File: src/design/qrs_pkg.sv
package qrs_pkg;

  // Fraction bits of the Q16.16 result.
  localparam int OutFrac = 16;
  localparam int RootW   = 32;

  // Control that travels with each request through the cell chains.
  typedef struct packed {
    logic vld;  // a request sits in this stage
    logic ok;   // real roots exist (a nonzero, discriminant not negative)
  } qrs_ctl_t;

endpackage

File: src/design/qrs_sqrt_cell.sv
// One digit of a restoring square root: takes the next bit pair of the radicand.
module qrs_sqrt_cell
  import qrs_pkg::*;
#(
  parameter int DW = 34,
  parameter int SW = 17,
  parameter int RW = 19,
  parameter int PW = 32,
  parameter int P  = 0
) (
  input  logic            clk_i,
  input  logic            rst_ni,
  input  qrs_ctl_t        ctl_i,
  input  logic [DW-1:0]   disc_i,
  input  logic [SW-1:0]   root_i,
  input  logic [RW-1:0]   rem_i,
  input  logic [PW-1:0]   pl_i,
  output qrs_ctl_t        ctl_o,
  output logic [DW-1:0]   disc_o,
  output logic [SW-1:0]   root_o,
  output logic [RW-1:0]   rem_o,
  output logic [PW-1:0]   pl_o
);

  logic [RW+1:0] rem_sh;
  logic [RW+1:0] trial;
  logic          take;
  logic [RW-1:0] rem_d;
  logic [SW-1:0] root_d;
  qrs_ctl_t      ctl_q;
  logic [DW-1:0] disc_q;
  logic [SW-1:0] root_q;
  logic [RW-1:0] rem_q;
  logic [PW-1:0] pl_q;

  always_comb begin
    rem_sh = {rem_i, disc_i[2*P +: 2]};
    trial  = (RW+2)'({root_i, 2'b01});
    take   = rem_sh >= trial;
    rem_d  = take ? RW'(rem_sh - trial) : RW'(rem_sh);
    root_d = {root_i[SW-2:0], take};
  end

  always_ff @(posedge clk_i or negedge rst_ni) begin
    if (!rst_ni) begin
      ctl_q <= '0;
    end else begin
      ctl_q <= ctl_i;
    end
  end

  always_ff @(posedge clk_i) begin
    disc_q <= disc_i;
    root_q <= root_d;
    rem_q  <= rem_d;
    pl_q   <= pl_i;
  end

  assign ctl_o  = ctl_q;
  assign disc_o = disc_q;
  assign root_o = root_q;
  assign rem_o  = rem_q;
  assign pl_o   = pl_q;

endmodule

File: config.mk
export PLATFORM = sky130hd
export DESIGN_NAME = qrs_sqrt_cell
export DESIGN_NICKNAME = d
export VERILOG_FILES = /design/src/design/qrs_pkg.sv /design/src/design/qrs_sqrt_cell.sv
export SDC_FILE = /design/constraint.sdc
export NUM_CORES = 1
export LEC_CHECK = 0
export BUFFER_PORTS_ARGS = -buffer_cell sky130_fd_sc_hd__buf_4
export CAP_MARGIN = 20
export CORE_ASPECT_RATIO = 0.9
export CORE_UTILIZATION = 46
export CTS_CLUSTER_SIZE = 12
export DETAILED_ROUTE_END_ITERATION = 16
export GPL_ROUTABILITY_DRIVEN = 0
export PLACE_DENSITY = 0.88
export SLEW_MARGIN = 20
export SYNTH_ARGS = -nofsm -noshare
export SYNTH_HDL_FRONTEND = slang
export SYNTH_SLANG_ARGS = --single-unit
File: constraint.sdc
create_clock -name clk_i -period 1.4 [get_ports clk_i]
set_clock_uncertainty 0.1 [all_clocks]
set_input_delay 0.28 -clock clk_i [delete_from_list [all_inputs] [get_ports clk_i]]
set_output_delay 0.28 -clock clk_i [all_outputs]
set_load 0.02 [all_outputs]
==> out/qor.txt, run 1 <==
run status: aborted with a tool error
Fail Step: global routing
error msg: [ERROR GRT-0232] Routing congestion too high. Check the congestion heatmap in the GUI.
Clock Root Buffer: clkbuf_8
CTS H-tree depth: 3
largest net degree at the start of global routing: 20
most instantiated cells after synthesis: dfxtp_1, inv_1, a21oi_1
Die Wd: 93.6 um
register area share after synthesis: 60.2%
Primary FF master, synth: dfxtp_1
clk sinks: 104
Max Buffers Root-to-Sink: 2
Site Rows: 29
Syn Inst Count: 294
CTS Buf Count: 9
synth unique cells: 43
Synth warnings: 0
Setup Slack @ Placement: -1.01 ns
# IOs: 210
average cell area after synthesis: 11.8 um^2
die height: 84.5 um
grt ovf: 135
Synth top area share: 58.7%
synthesized flop and latch total: 104
Worst Endpoint after GRT Repair: rem_o[10]$_DFF_P_/D
Synth area leaders: dfxtp_1, ha_1, mux2_4
Post-Syn Area: 0.00348 mm^2
hpwl dp: 8190 um
I/O Buffers: 209
Worst EP Category: register data pin
cell accounting for the most synthesized area: dfxtp_1
synthesized net count: 419
GRT Overall Usage: 79.5%
most common cell in the netlist: dfxtp_1
number of synthesized flops with an enable pin: 0
initial core utilization: 48.4%
Async SR Flop Fraction: 1.92%
-- per-layer routing --
metal	global-route usage, %	GRT overflow
met2	101	83
met5	11.5	0
met3	61.1	2
met4	93.1	50
met1	73.4	0
-- per-stage QoR --
stage	std cells	utilization (%)	hold WS [ns]	area [um^2]	TNS (ns)
2_1_floorplan	294	-	-0.116	3550	-14.80
3_3_place_gp	636	76.6	-0.0379	5510	-17.54
3_5_place_dp	636	76.6	-0.0350	5510	-19.31
4_1_cts	737	93.9	-0.0927	6740	-8.27
-- cell families after synthesis --
| logic type | synth area share [%] |
|---|---|
| DFF | 60.2 |
| AOI/OAI and AO/OA | 9.97 |
| and+or+nand+nor | 6.80 |
| buffers and inverters | 4.90 |
| muxes | 7.52 |
| adders and majority gates | 6.84 |
| xor gates and xnor gates | 3.78 |
-- timing repair --
item / CTS
gates resized for setup: 32
buffers inserted: 2
pin swaps: 0
hold buffers: 83
setup endpoints to repair: 20
endpoints found under the hold margin: 85
==> run 2: changes to the inputs <==
--- a/config.mk
+++ b/config.mk
@@ -7,12 +7,10 @@
 export LEC_CHECK = 0
 export BUFFER_PORTS_ARGS = -buffer_cell sky130_fd_sc_hd__buf_4
 export CAP_MARGIN = 20
-export CORE_ASPECT_RATIO = 0.9
-export CORE_UTILIZATION = 46
-export CTS_CLUSTER_SIZE = 12
+export CORE_UTILIZATION = 40
 export DETAILED_ROUTE_END_ITERATION = 16
 export GPL_ROUTABILITY_DRIVEN = 0
-export PLACE_DENSITY = 0.88
+export PLACE_DENSITY_LB_ADDON = 0.15
 export SLEW_MARGIN = 20
 export SYNTH_ARGS = -nofsm -noshare
 export SYNTH_HDL_FRONTEND = slang
==> out/qor.txt, run 2 <==
Synth warnings: 0
hold endpoint: rem_o[10]
vias in the first global route: 3672
Synth top area share: 58.7%
most common cell in the netlist: dfxtp_1
GRT Overall Usage: 25.3%
fin. max-slew vios: 0
clk sinks: 104
Synth area leaders: dfxtp_1, ha_1, mux2_4
Max Buffers Root-to-Sink: 2
crit path max-delay cell type: or4_4
Syn Inst Count: 294
violated checks: setup timing
crit-path cells: buf_4 -> ha_4 -> nand4_1 -> or4_4 -> nand3_2 -> a21oi_4 -> clkbuf_16 -> mux2_4
Max IR drop VDD: 684 uV
Hold WC Path Type: in -> reg
DIE AREA: 0.00907 mm^2
Area growth syn-to-layout: 100%
WL per Instance: 15.7 um
final setup fails: 20
Global Route met2 Usage: 48.6%
synthesized flop and latch total: 104
Critical Path RT: 1.56 ns
Max Fanout on Critical Path: 6
Worst-Margin Slew: 0.379 ns
CTS tree: built
crit path launch: rem_i[9]
clock power share: 27.0%
Internal Pwr Total: 0.00536 W
global-route wire length before repair: 17300 um
most instantiated cells after synthesis: dfxtp_1, inv_1, a21oi_1
register area share after synthesis: 60.2%
grt peak-use layer: met2
largest net degree at the start of global routing: 20
area of the multi-input gates: 0.00147 mm^2
layout cells sized above 1: 52.4%
number of synthesized flops with an enable pin: 0
switching share of power: 28.8%
DRC Markers: 0
crit path kind: in -> reg
I/O Buffers: 209
CTS H-tree depth: 3
die height: 95.2 um
hold path depth: 2
Setup crit end kind: register
Die Wd: 95.2 um
Fill cells: 438
# IOs: 210
synth unique cells: 43
met3 Track Usage GR: 6.30%
CP top delay family: simple AND/OR/NAND/NOR gates
worst relative slew slack: 74.6%
cell accounting for the most synthesized area: dfxtp_1
fin crit period: 1.94 ns
Async SR Flop Fraction: 1.92%
Post-Route WL: 11800 um
Initial DRC Count: 90
max cap viols: 0
initial core utilization: 41.9%
CTS Buf Count: 9
Site Rows: 33
net switching power: 0.00216 W
commonest non-fill, non-tap cell in the layout: buf_4
Primary FF master, synth: dfxtp_1
Final Cycle Share: 139%
critical hold path startpoint: rem_i[8]
Setup TNS: -10.03 ns
CP max stage delay: 0.58 ns
leakage: 3.27 nW
commonest non-fill, non-tap cells in the layout: buf_4, dfxtp_1, dlygate4sd3_1
hold slack: 0.0453 ns
final net count: 769
initial antenna violation count: 0
GR Util met1: 26.7%
FMAX: 516 MHz
grt ovf: 0
Clock Root Buffer: clkbuf_8
routed vias/inst: 4.61
Post-Syn Area: 0.00348 mm^2
antenna viol nets, final: 0
RSZ-0062 raised after global routing: true
Fin. Hold Viols: 0
Comb pwr share: 29.2%
Storage cell area: 0.00209 mm^2
Clk pin slew, worst setup/hold paths: 0.11 ns
total iterations of the first detailed-routing run: 4
Setup crit start kind: input port
max FFs per register: 34
PnR worst setup slack: -0.539 ns
run status: finished with violations
hpwl dp: 7350 um
buffer and inverter count on the worst path: 2
via count: 3477
sequential cell fraction of total power: 43.8%
average cell area after synthesis: 11.8 um^2
synthesized net count: 419
total core area: 0.00830 mm^2
Worst Path Arrival: 2.09 ns
# diodes: 0
PD cells: 1080 mW/mm^2
-- run 2: cell counts after synthesis --
Identical to the previous run, type by type.
-- run 2: worst max path at each step --
stage | to | slack (ns) | cells after the start
final | rem_o[4] | -0.54 | 8
after global routing | rem_o[12] | -0.56 | 9
after CTS | rem_o[12] | -0.49 | 8
after detailed placement | rem_o[18] | -1.0 | 9
after global placement | rem_o[14] | -0.93 | 10
after floorplan | rem_o[10] | -0.80 | 9
-- run 2: through the flow --
| stage | total power, W | util, % | cell area [um^2] | instances | setup slack, ns |
|---|---|---|---|---|---|
| floorplan | 0.00427 | - | 3550 | 294 | -0.801 |
| global placement | 0.00512 | 66.5 | 5520 | 646 | -0.935 |
| detailed placement | 0.00516 | 66.5 | 5520 | 646 | -0.999 |
| CTS | 0.00751 | 83.5 | 6930 | 754 | -0.490 |
| global route | 0.00785 | 83.8 | 6960 | 754 | -0.557 |
| finish | 0.00752 | 83.8 | 6960 | 754 | -0.539 |
-- run 2: final cells by class --
cell class	instances	area share [%]
flip-flops and latches	104	30.1
repair buffers	348	42.0
inverters	27	1.71
well taps	105	1.89
multi-input cells	154	21.1
clock inverters	6	1.22
clock buffers	10	1.98
-- run 2: routing by layer --
metal / wire (um) / vias up
met5: 0 / -
met4: 217 / 0
met1: 4360 / 1630
met2: 6390 / 132
li1: - / 1699
met3: 835 / 16
-- run 2: kinds of logic (layout without fill, tap and decap cells) --
kind of cell / Yosys count / in the layout / share of synthesized area [%]
DFF: 104 / 104 / 60.2
AOI/OAI and AO/OA: 55 / 55 / 9.97
and+or+nand+nor: 46 / 46 / 6.80
buffers and inverters: 36 / 391 / 4.90
adders and majority gates: 19 / 19 / 6.84
muxes: 19 / 19 / 7.52
xor gates and xnor gates: 15 / 15 / 3.78
-- run 2: what timing repair did --
item	4_1_cts	5_1_grt
setup buffers	7	0
resized for setup	52	9
endpoints found under the setup margin	20	20
gates cloned	1	0
endpoints found under the hold margin	85	0
pin swaps	6	1
hold buffers	84	0
-- run 2: power by group through the flow --
| stage | registers [W] | clock network [W] | logic (W) |
|---|---|---|---|
| after global routing | 0.00332 | 0.00219 | 0.00234 |
| after global placement | 0.00335 | 0 | 0.00178 |
| after floorplan | 0.00367 | 0 | 0.000604 |
| after detailed placement | 0.00335 | 0 | 0.00181 |
| final | 0.00330 | 0.00203 | 0.00220 |
| after CTS | 0.00329 | 0.00207 | 0.00215 |
No activity file was read; power rests on OpenSTA's default activity.
