### config.mk
export PLATFORM = sky130hd
export DESIGN_NAME = qrs_div_cell
export DESIGN_NICKNAME = d
export VERILOG_FILES = /design/src/design/qrs_pkg.sv /design/src/design/qrs_div_cell.sv
export SDC_FILE = /design/constraint.sdc
export NUM_CORES = 1
export LEC_CHECK = 0
export BUFFER_PORTS_ARGS = -buffer_cell sky130_fd_sc_hd__buf_2
export CAP_MARGIN = 20
export CORE_AREA = 2 2 124 126
export DETAILED_ROUTE_END_ITERATION = 10
export DIE_AREA = 0 0 126 128
export PLACE_DENSITY = 0.7
export SLEW_MARGIN = 20
export SYNTH_ARGS = -nofsm -noshare
export SYNTH_HDL_FRONTEND = slang
export SYNTH_SLANG_ARGS = --single-unit
### constraint.sdc
create_clock -name clk_i -period 1.3 [get_ports clk_i]
set_clock_uncertainty 0.1 [all_clocks]
set_input_delay 0.065 -clock clk_i [delete_from_list [all_inputs] [get_ports clk_i]]
set_output_delay 0.065 -clock clk_i [all_outputs]
set_load 0.02 [all_outputs]
### src/design/qrs_pkg.sv
package qrs_pkg;

  // Fraction bits of the Q16.16 result.
  localparam int OutFrac = 16;
  localparam int RootW   = 32;

  // Control that travels with each request through the cell chains.
  typedef struct packed {
    logic vld;  // a request sits in this stage
    logic ok;   // real roots exist (a nonzero, discriminant not negative)
  } qrs_ctl_t;

endpackage

### src/design/qrs_div_cell.sv
// One quotient bit of two restoring divisions that share a divisor.
module qrs_div_cell
  import qrs_pkg::*;
#(
  parameter int MW  = 18,
  parameter int DNW = 17,
  parameter int QW  = 34,
  parameter int PW  = 2,
  parameter int K   = 0
) (
  input  logic             clk_i,
  input  logic             rst_ni,
  input  qrs_ctl_t         ctl_i,
  input  logic [DNW-1:0]   den_i,
  input  logic [MW-1:0]    dvd_p_i,
  input  logic [MW-1:0]    dvd_m_i,
  input  logic [DNW-1:0]   rem_p_i,
  input  logic [DNW-1:0]   rem_m_i,
  input  logic [QW-1:0]    q_p_i,
  input  logic [QW-1:0]    q_m_i,
  input  logic [PW-1:0]    pl_i,
  output qrs_ctl_t         ctl_o,
  output logic [DNW-1:0]   den_o,
  output logic [MW-1:0]    dvd_p_o,
  output logic [MW-1:0]    dvd_m_o,
  output logic [DNW-1:0]   rem_p_o,
  output logic [DNW-1:0]   rem_m_o,
  output logic [QW-1:0]    q_p_o,
  output logic [QW-1:0]    q_m_o,
  output logic [PW-1:0]    pl_o
);

  // Dividend is the magnitude shifted up by the output fraction bits.
  localparam int BitIdx = QW - 1 - K;

  logic           bit_p;
  logic           bit_m;
  logic [DNW:0]   sh_p;
  logic [DNW:0]   sh_m;
  logic           ge_p;
  logic           ge_m;
  qrs_ctl_t       ctl_q;
  logic [DNW-1:0] den_q;
  logic [MW-1:0]  dvd_p_q;
  logic [MW-1:0]  dvd_m_q;
  logic [DNW-1:0] rem_p_q;
  logic [DNW-1:0] rem_m_q;
  logic [QW-1:0]  q_p_q;
  logic [QW-1:0]  q_m_q;
  logic [PW-1:0]  pl_q;

  if (BitIdx >= OutFrac) begin : g_num
    assign bit_p = dvd_p_i[BitIdx-OutFrac];
    assign bit_m = dvd_m_i[BitIdx-OutFrac];
  end else begin : g_frac
    assign bit_p = 1'b0;
    assign bit_m = 1'b0;
  end

  always_comb begin
    sh_p = {rem_p_i, bit_p};
    sh_m = {rem_m_i, bit_m};
    ge_p = sh_p >= {1'b0, den_i};
    ge_m = sh_m >= {1'b0, den_i};
  end

  always_ff @(posedge clk_i or negedge rst_ni) begin
    if (!rst_ni) begin
      ctl_q <= '0;
    end else begin
      ctl_q <= ctl_i;
    end
  end

  always_ff @(posedge clk_i) begin
    den_q   <= den_i;
    dvd_p_q <= dvd_p_i;
    dvd_m_q <= dvd_m_i;
    rem_p_q <= ge_p ? DNW'(sh_p - {1'b0, den_i}) : DNW'(sh_p);
    rem_m_q <= ge_m ? DNW'(sh_m - {1'b0, den_i}) : DNW'(sh_m);
    q_p_q   <= {q_p_i[QW-2:0], ge_p};
    q_m_q   <= {q_m_i[QW-2:0], ge_m};
    pl_q    <= pl_i;
  end

  assign ctl_o   = ctl_q;
  assign den_o   = den_q;
  assign dvd_p_o = dvd_p_q;
  assign dvd_m_o = dvd_m_q;
  assign rem_p_o = rem_p_q;
  assign rem_m_o = rem_m_q;
  assign q_p_o   = q_p_q;
  assign q_m_o   = q_m_q;
  assign pl_o    = pl_q;

endmodule

==> results of run 1 <==
[through the flow]
step	hold WS (ns)	worst slack, ns	setup TNS [ns]
2_1_floorplan	-0.3306	-0.8918	-26.09
3_3_place_gp	-0.2459	-1.027	-33.43
3_5_place_dp	-0.2416	-1.067	-34.36
4_1_cts	-0.2099	-0.5197	-14.61
5_1_grt	0.009171	-0.6246	-19.12
6_report	-0.01057	-0.5808	-16.85
[placed cells by master (no fill, tap or decap), drive strengths merged, types with 5 or more instances in the layout]
master,netlist,routed
buf,8,438
dlygate4sd3,0,159
dfxtp,157,157
nand2,34,34
ha,34,34
inv,26,33
a21oi,26,26
mux2,21,21
o21ai,19,19
clkbuf,3,18
a21o,15,15
xnor2,15,15
nor2,15,15
nand3,14,14
o21a,10,10
o31ai,6,6
clkinv,0,6
nor2b,5,5
and2,5,5
[registers in the layout, summed over array words and instances, names as in the netlist]
register and count:
ctl_o 2, den_o 17, dvd_m_o 18, dvd_p_o 18, pl_o 2, q_m_o 34
q_p_o 34, rem_m_o 17, rem_p_o 17
[logic make-up after synthesis]
kind of cell             after synthesis  synth area share (%)
XOR/XNOR                              19                 3.044
buffers and inverters                 37                 3.067
flip-flops                           159                 58.41
multiplexers                          21                 4.601
AO/OA/AOI/OAI                        109                 13.85
AND/OR/NAND/NOR                       94                 8.514
adder cells (fa/ha/maj)               36                 8.515
[repair_timing]
item / 4_1_cts / 5_1_grt
pin swaps: 21 / 15
hold buffers: 158 / 1
endpoints found under the setup margin: 36 / 36
endpoints found under the hold margin: 159 / 1
gates resized for setup: 47 / 13
setup buffers: 9 / 3
[layer usage]
layer | wire length (microns) | vias to the layer above | part of all wire (%) | GRT usage, %
li1 | - | 2893 | - | -
met1 | 8794 | 2806 | 40 | 30.02
met2 | 11010 | 248 | 50 | 45.45
met3 | 1369 | 50 | 6.3 | 7.387
met4 | 675 | 2 | 3.1 | 10.99
met5 | 7 | - | 0.032 | 0
[power groups by stage]
stage          Combinational [mW]  Sequential (mW)  Clock (mW)
6_report                     3.70             5.43        4.99
5_1_grt                      3.93             5.46        5.29
4_1_cts                      3.58             5.42        5.07
3_5_place_dp                 3.01             5.53           0
3_3_place_gp                 2.98             5.53           0
2_1_floorplan                1.07             6.10           0
[worst max-delay path, cell delays in order]
cell                       delay [ns]
sky130_fd_sc_hd__buf_12          0.11
sky130_fd_sc_hd__inv_12          0.04
sky130_fd_sc_hd__ha_4            0.12
sky130_fd_sc_hd__inv_2           0.04
sky130_fd_sc_hd__fa_2            0.38
sky130_fd_sc_hd__a21oi_4         0.19
sky130_fd_sc_hd__o211ai_1        0.18
sky130_fd_sc_hd__a221oi_2        0.40
sky130_fd_sc_hd__o21ai_1         0.14
sky130_fd_sc_hd__xor2_1          0.17
sky130_fd_sc_hd__mux2_4          0.25
[final cells by class]
type                       count  area, sq um
fill                        1009         4182
tap                          188        235.2
clock inverter                14        168.9
sequential                   159         3193
inverter                      26        147.6
clock buffer                  18        429.2
antenna                        3        7.507
multi-input combinational    279         2320
timing repair buffer         597         4182
[path summary, 6_finish.rpt]
path | start | endpoint | slack, ns | cells past startpoint
worst max-delay path | dvd_p_i[17] | rem_p_o[14]$_DFF_P_ | -0.58 | 11
worst min-delay path | rem_m_i[0] | rem_m_o[1]$_DFF_P_ | -0.01 | 4
min in group asynchronous | rst_ni | ctl_o[0]$_DFF_PN0_ | 0.49 | 3
max in group asynchronous | rst_ni | ctl_o[1]$_DFF_PN0_ | 0.48 | 3
==> metrics.txt, run 1 <==
# TYPE chip_impl_metric gauge
chip_impl_metric{name="layout.nets",unit=""} 1277
chip_impl_metric{name="cap_viol_max_count",unit=""} 0
chip_impl_metric{name="drt_first_pass_iters",unit=""} 4
chip_impl_metric{name="cts_inserted_buffers",unit=""} 17
chip_impl_metric{name="wire_length_of_the_first_global_routing_pass",unit="mm"} 32.53
chip_impl_metric{name="die_area",unit="sq um"} 16130
chip_impl_metric{name="post-route-min-period",unit="ns"} 1.881
chip_impl_metric{name="route.final.wire_length",unit="mm"} 21.86
chip_impl_metric{name="dp_hpwl",unit="mm"} 14.34
chip_impl_info{name="cts-root-buf",value="sky130_fd_sc_hd__clkbuf_16"} 1
chip_impl_metric{name="cts.sink_count",unit=""} 159
chip_impl_metric{name="placement_rows",unit=""} 45
chip_impl_metric{name="grt_max_degree",unit=""} 18
chip_impl_metric{name="timing.hold.ws",unit="ns"} -0.01057
chip_impl_metric{name="achievable-frequency",unit="MHz"} 531.7
chip_impl_metric{name="cts.htree.levels",unit=""} 4
chip_impl_metric{name="setup_ws",unit="ns"} -0.5808
chip_impl_metric{name="arrival",unit="ns"} 2.09
chip_impl_metric{name="synth.avg_cell_area",unit="sq um"} 11.51
chip_impl_metric{name="p_total",unit="mW"} 14.12
chip_impl_metric{name="final_cells",unit=""} 1284
chip_impl_metric{name="power.combinational.fraction",unit="%"} 26.2
chip_impl_metric{name="synth_edf_count",unit=""} 0
chip_impl_metric{name="cts-root-to-sink-buffers",unit=""} 2
chip_impl_metric{name="fraction_of_layout_cells_with_a_size_suffix_above_1",unit="%"} 49.31
chip_impl_info{name="timing.setup.critical_path_class",value="in2reg"} 1
chip_impl_info{name="violated_checks",value="negative hold slack, negative setup slack"} 1
chip_impl_info{name="synthMostInstantiatedCell",value="sky130_fd_sc_hd__dfxtp_1"} 1
chip_impl_metric{name="ports_placed_on_the_boundary",unit=""} 320
chip_impl_metric{name="global_route.overflow_total",unit=""} 0
chip_impl_info{name="commonest_cells_in_the_netlist",value="157 x sky130_fd_sc_hd__dfxtp_1, 34 x sky130_fd_sc_hd__ha_1, 34 x sky130_fd_sc_hd__nand2_1"} 1
chip_impl_metric{name="layout_worst_path_cycle_share",unit="%"} 144.7
chip_impl_metric{name="design.core.area",unit="sq um"} 14860
chip_impl_metric{name="place.port_buffers",unit=""} 317
chip_impl_metric{name="share_seq_of_total_power",unit="%"} 38.5
chip_impl_metric{name="first_global_vias",unit=""} 6073
chip_impl_metric{name="final_hold_viol_count",unit=""} 1
chip_impl_info{name="run_status",value="finished, violations left"} 1
chip_impl_info{name="grt_setup_unrepaired",value="true"} 1
chip_impl_metric{name="synthToLayoutAreaGrowth",unit="%"} 95.42
chip_impl_metric{name="clkTransAtPathRegs",unit="ns"} 0.06
chip_impl_metric{name="synthesis.nets",unit=""} 672
chip_impl_metric{name="share_clk_of_total_power",unit="%"} 35.4
chip_impl_metric{name="die_height",unit="microns"} 128
chip_impl_metric{name="crit_path_max_fanout",unit=""} 3
chip_impl_metric{name="antenna_found_initial",unit=""} 4
chip_impl_metric{name="power.switching",unit="mW"} 4.207
chip_impl_metric{name="synth-seq-cells",unit=""} 159
chip_impl_metric{name="synth_top_area_share",unit="%"} 57.50
chip_impl_metric{name="route.antenna.remaining_nets",unit=""} 0
chip_impl_metric{name="sequential_to_total_area_share_from_yosys_stat",unit="%"} 58.41
chip_impl_metric{name="cell_area_synth",unit="sq um"} 5466
chip_impl_metric{name="final_design_area_no_fill",unit="sq um"} 10680
chip_impl_metric{name="cp.required",unit="ns"} 1.51
chip_impl_metric{name="dr_total_vias",unit=""} 5999
chip_impl_metric{name="gpl.final_weighted_congestion",unit=""} 0.9007
chip_impl_info{name="crit_path_end_kind",value="register"} 1
chip_impl_metric{name="vdd_ir_drop_max",unit="mV"} 0.8052
chip_impl_metric{name="power_density",unit="nW/um^2"} 1322
chip_impl_metric{name="postPlaceCellArea",unit="sq um"} 8154
chip_impl_metric{name="drt_iter0_markers",unit=""} 220
chip_impl_metric{name="instance_count_after_placement_with_tap_cells_included",unit=""} 1078
chip_impl_metric{name="max-slew-margin-rel",unit="%"} 66.68
chip_impl_metric{name="dieWidth",unit="microns"} 126
chip_impl_metric{name="grt_util_all_layers",unit="%"} 26.05
chip_impl_info{name="min-delay-path-class",value="in2reg"} 1
chip_impl_info{name="synth.largest_area_cell",value="sky130_fd_sc_hd__dfxtp_1"} 1
chip_impl_info{name="dominantRegCellSynth",value="sky130_fd_sc_hd__dfxtp_1"} 1
chip_impl_metric{name="synth_cell_type_count",unit=""} 60
chip_impl_metric{name="internal-power",unit="mW"} 9.914
chip_impl_metric{name="netlist_instances",unit=""} 475
chip_impl_metric{name="layout.core_utilization",unit="%"} 71.87
chip_impl_info{name="cts_tree",value="done"} 1
chip_impl_info{name="synth.area.top_cells",value="sky130_fd_sc_hd__dfxtp_1 57%, sky130_fd_sc_hd__ha_1 7.8%, sky130_fd_sc_hd__mux2_2 3.5%"} 1
chip_impl_metric{name="power_switching_share",unit="%"} 29.79
chip_impl_metric{name="initial_core_util",unit="%"} 36.78
chip_impl_metric{name="synth_async_sr_flop_share",unit="%"} 1.258
chip_impl_metric{name="power.static_leakage",unit="nW"} 5.256
chip_impl_metric{name="drt-vias-per-instance",unit=""} 4.672
chip_impl_metric{name="setup_viol_count_final",unit=""} 36
chip_impl_metric{name="post-route-drc-count",unit=""} 0
chip_impl_metric{name="timing_worst_slew_pin_value",unit="ns"} 0.4945
chip_impl_metric{name="slew_violations",unit=""} 0
chip_impl_info{name="startpoint_type",value="primary input"} 1
chip_impl_metric{name="wire_per_inst",unit="microns"} 17.02
chip_impl_metric{name="synth_warnings",unit=""} 0
No activity file was read; power rests on OpenSTA's default activity.
==> run 2, diff against run 1 <==
--- a/config.mk
+++ b/config.mk
@@ -7,10 +7,13 @@
 export LEC_CHECK = 0
 export BUFFER_PORTS_ARGS = -buffer_cell sky130_fd_sc_hd__buf_2
 export CAP_MARGIN = 20
-export CORE_AREA = 2 2 124 126
+export CELL_PAD_IN_SITES_DETAIL_PLACEMENT = 0
+export CELL_PAD_IN_SITES_GLOBAL_PLACEMENT = 2
+export CORE_AREA = 2 2 168 129
 export DETAILED_ROUTE_END_ITERATION = 10
-export DIE_AREA = 0 0 126 128
-export PLACE_DENSITY = 0.7
+export DIE_AREA = 0 0 170 131
+export PLACE_DENSITY_LB_ADDON = 0.1
+export SKIP_LAST_GASP = 1
 export SLEW_MARGIN = 20
 export SYNTH_ARGS = -nofsm -noshare
 export SYNTH_HDL_FRONTEND = slang
==> metrics.txt, run 2 (synthesis results as in run 1) <==
# TYPE chip_impl_metric gauge
chip_impl_metric{name="design.core.area",unit="sq um"} 20720
chip_impl_metric{name="die_height",unit="microns"} 131
chip_impl_metric{name="postPlaceCellArea",unit="sq um"} 8357
chip_impl_metric{name="crit_path_max_fanout",unit=""} 7
chip_impl_metric{name="dieWidth",unit="microns"} 170
chip_impl_metric{name="final_design_area_no_fill",unit="sq um"} 10970
chip_impl_info{name="grt_setup_unrepaired",value="true"} 1
chip_impl_metric{name="vdd_ir_drop_max",unit="mV"} 0.6924
chip_impl_metric{name="timing_worst_slew_pin_value",unit="ns"} 0.3927
chip_impl_metric{name="cts.htree.levels",unit=""} 4
chip_impl_metric{name="filler_cell_count",unit=""} 1903
chip_impl_metric{name="power_density",unit="nW/um^2"} 1289
chip_impl_metric{name="place.port_buffers",unit=""} 317
chip_impl_metric{name="layout_worst_path_cycle_share",unit="%"} 144.2
chip_impl_metric{name="wire_length_of_the_first_global_routing_pass",unit="mm"} 30.23
chip_impl_metric{name="wire_per_inst",unit="microns"} 15.06
chip_impl_metric{name="achievable-frequency",unit="MHz"} 533.3
chip_impl_metric{name="dr_total_vias",unit=""} 5830
chip_impl_metric{name="setup_ws",unit="ns"} -0.5750
chip_impl_metric{name="antenna_found_initial",unit=""} 0
chip_impl_metric{name="max-slew-margin-rel",unit="%"} 73.14
chip_impl_info{name="run_status",value="finished, violations left"} 1
chip_impl_metric{name="cp.required",unit="ns"} 1.52
chip_impl_metric{name="ports_placed_on_the_boundary",unit=""} 320
chip_impl_metric{name="cts-root-to-sink-buffers",unit=""} 2
chip_impl_metric{name="drt_iter0_markers",unit=""} 144
chip_impl_info{name="cts_tree",value="done"} 1
chip_impl_metric{name="clkTransAtPathRegs",unit="ns"} 0.07
chip_impl_metric{name="initial_core_util",unit="%"} 26.38
chip_impl_metric{name="route.final.wire_length",unit="mm"} 20.66
chip_impl_info{name="min-delay-path-class",value="in2reg"} 1
chip_impl_metric{name="drt_first_pass_iters",unit=""} 4
chip_impl_metric{name="post-route-drc-count",unit=""} 0
chip_impl_metric{name="global_route.overflow_total",unit=""} 0
chip_impl_metric{name="fraction_of_layout_cells_with_a_size_suffix_above_1",unit="%"} 50.72
chip_impl_info{name="timing.setup.critical_path_class",value="in2reg"} 1
chip_impl_info{name="cts-root-buf",value="sky130_fd_sc_hd__clkbuf_16"} 1
chip_impl_info{name="most_common_cell_after_layout_fill_and_taps_aside",value="sky130_fd_sc_hd__buf_2"} 1
chip_impl_metric{name="route.antenna.remaining_nets",unit=""} 0
chip_impl_info{name="layout_common_cells",value="313 x sky130_fd_sc_hd__buf_2, 159 x sky130_fd_sc_hd__dlygate4sd3_1, 157 x sky130_fd_sc_hd__dfxtp_1"} 1
chip_impl_metric{name="layout.nets",unit=""} 1292
chip_impl_metric{name="arrival",unit="ns"} 2.10
chip_impl_metric{name="grt_util_all_layers",unit="%"} 17.70
chip_impl_metric{name="timing.hold.ws",unit="ns"} 0.005338
chip_impl_metric{name="slew_violations",unit=""} 0
chip_impl_info{name="startpoint_type",value="primary input"} 1
chip_impl_metric{name="dp_hpwl",unit="mm"} 15.00
chip_impl_metric{name="post-route-min-period",unit="ns"} 1.875
chip_impl_metric{name="n_antenna_cell",unit=""} 0
chip_impl_info{name="violated_checks",value="negative setup slack"} 1
chip_impl_metric{name="synthToLayoutAreaGrowth",unit="%"} 100.7
chip_impl_metric{name="min_path_cells",unit=""} 4
chip_impl_metric{name="grt_max_degree",unit=""} 19
chip_impl_metric{name="final_hold_viol_count",unit=""} 0
chip_impl_metric{name="power.static_leakage",unit="nW"} 5.325
chip_impl_metric{name="cts.sink_count",unit=""} 159
chip_impl_info{name="min_delay_worst_endpoint",value="rem_m_o[1]$_DFF_P_"} 1
chip_impl_metric{name="gpl.final_weighted_congestion",unit=""} 0.8096
chip_impl_metric{name="die_area",unit="sq um"} 22270
chip_impl_metric{name="dp_worst_setup_slack",unit="ns"} -1.073
chip_impl_metric{name="cts_inserted_buffers",unit=""} 17
chip_impl_metric{name="cap_viol_max_count",unit=""} 0
chip_impl_metric{name="setup_viol_count_final",unit=""} 36
chip_impl_metric{name="placement_rows",unit=""} 46
chip_impl_metric{name="drt-vias-per-instance",unit=""} 4.249
chip_impl_metric{name="first_global_vias",unit=""} 5821
chip_impl_info{name="crit_path_end_kind",value="register"} 1
chip_impl_info{name="hold_path.startpoint",value="rem_m_i[0]"} 1
run 2: timing repair:
action | in CTS | in global routing
buffers inserted | 11 | 2
gates resized for setup | 51 | 26
pin swaps | 25 | 14
hold buffers | 154 | 5
endpoints found under the setup margin | 36 | 36
hold endpoints to repair | 159 | 5
run 2: cell type report:
cell class	instances	area, sq um	share of cell area [%]
clock buffer	17	425.4	3.878
sequential	159	3193	29.11
multi-input combinational	279	2407	21.95
timing repair buffer	612	4304	39.24
inverter	26	138.9	1.266
clock inverter	15	170.2	1.551
tap	264	330.3	3.011
run 2: report_power, final:
group / internal, mW / leakage, nW / switching [mW] / total (mW)
clock: 2.58 / 0.284 / 2.40 / 4.98
sequential: 5.31 / 1.35 / 0.116 / 5.43
combinational: 1.89 / 3.69 / 1.84 / 3.74
run 2: how the worst max path moves through the flow:
| stage | slack [ns] | cells after the start | start | to |
|---|---|---|---|---|
| after floorplan | -0.89 | 11 | dvd_m_i[17] | rem_m_o[12]$_DFF_P_ |
| after global placement | -1.04 | 10 | den_i[15] | rem_m_o[14]$_DFF_P_ |
| after detailed placement | -1.07 | 13 | dvd_p_i[17] | rem_p_o[7]$_DFF_P_ |
| after CTS | -0.56 | 11 | den_i[1] | rem_p_o[13]$_DFF_P_ |
| after global routing | -0.62 | 13 | den_i[15] | rem_m_o[4]$_DFF_P_ |
| final | -0.57 | 14 | dvd_m_i[17] | rem_m_o[4]$_DFF_P_ |
run 2: critical path, stage by stage:
cell	delay (ns)
sky130_fd_sc_hd__buf_8	0.11
sky130_fd_sc_hd__inv_12	0.04
sky130_fd_sc_hd__ha_4	0.12
sky130_fd_sc_hd__inv_2	0.04
sky130_fd_sc_hd__fa_2	0.38
sky130_fd_sc_hd__a21o_1	0.20
sky130_fd_sc_hd__and2_4	0.16
sky130_fd_sc_hd__o31a_4	0.29
sky130_fd_sc_hd__o21ai_4	0.22
sky130_fd_sc_hd__inv_6	0.11
sky130_fd_sc_hd__buf_12	0.16
sky130_fd_sc_hd__buf_6	0.11
sky130_fd_sc_hd__nand2_2	0.05
sky130_fd_sc_hd__nand2_1	0.05
run 2: metal layers:
metal | global-route usage, % | vias to the layer above | share of wire, %
li1 | - | 2921 | -
met1 | 22.60 | 2713 | 44
met2 | 30.01 | 181 | 49
met3 | 4.488 | 15 | 5.8
met4 | 4.827 | 0 | 1.4
met5 | 0 | - | 0
run 2: through the flow:
stage	std cells	util, %	total power [mW]	TNS [ns]
2_1_floorplan	475	-	7.170	-26.09
3_3_place_gp	1170	40.33	8.619	-34.89
3_5_place_dp	1170	40.33	8.620	-36.00
4_1_cts	1367	52.17	14.26	-17.03
5_1_grt	1372	52.94	14.88	-19.22
6_report	1372	52.94	14.14	-16.52
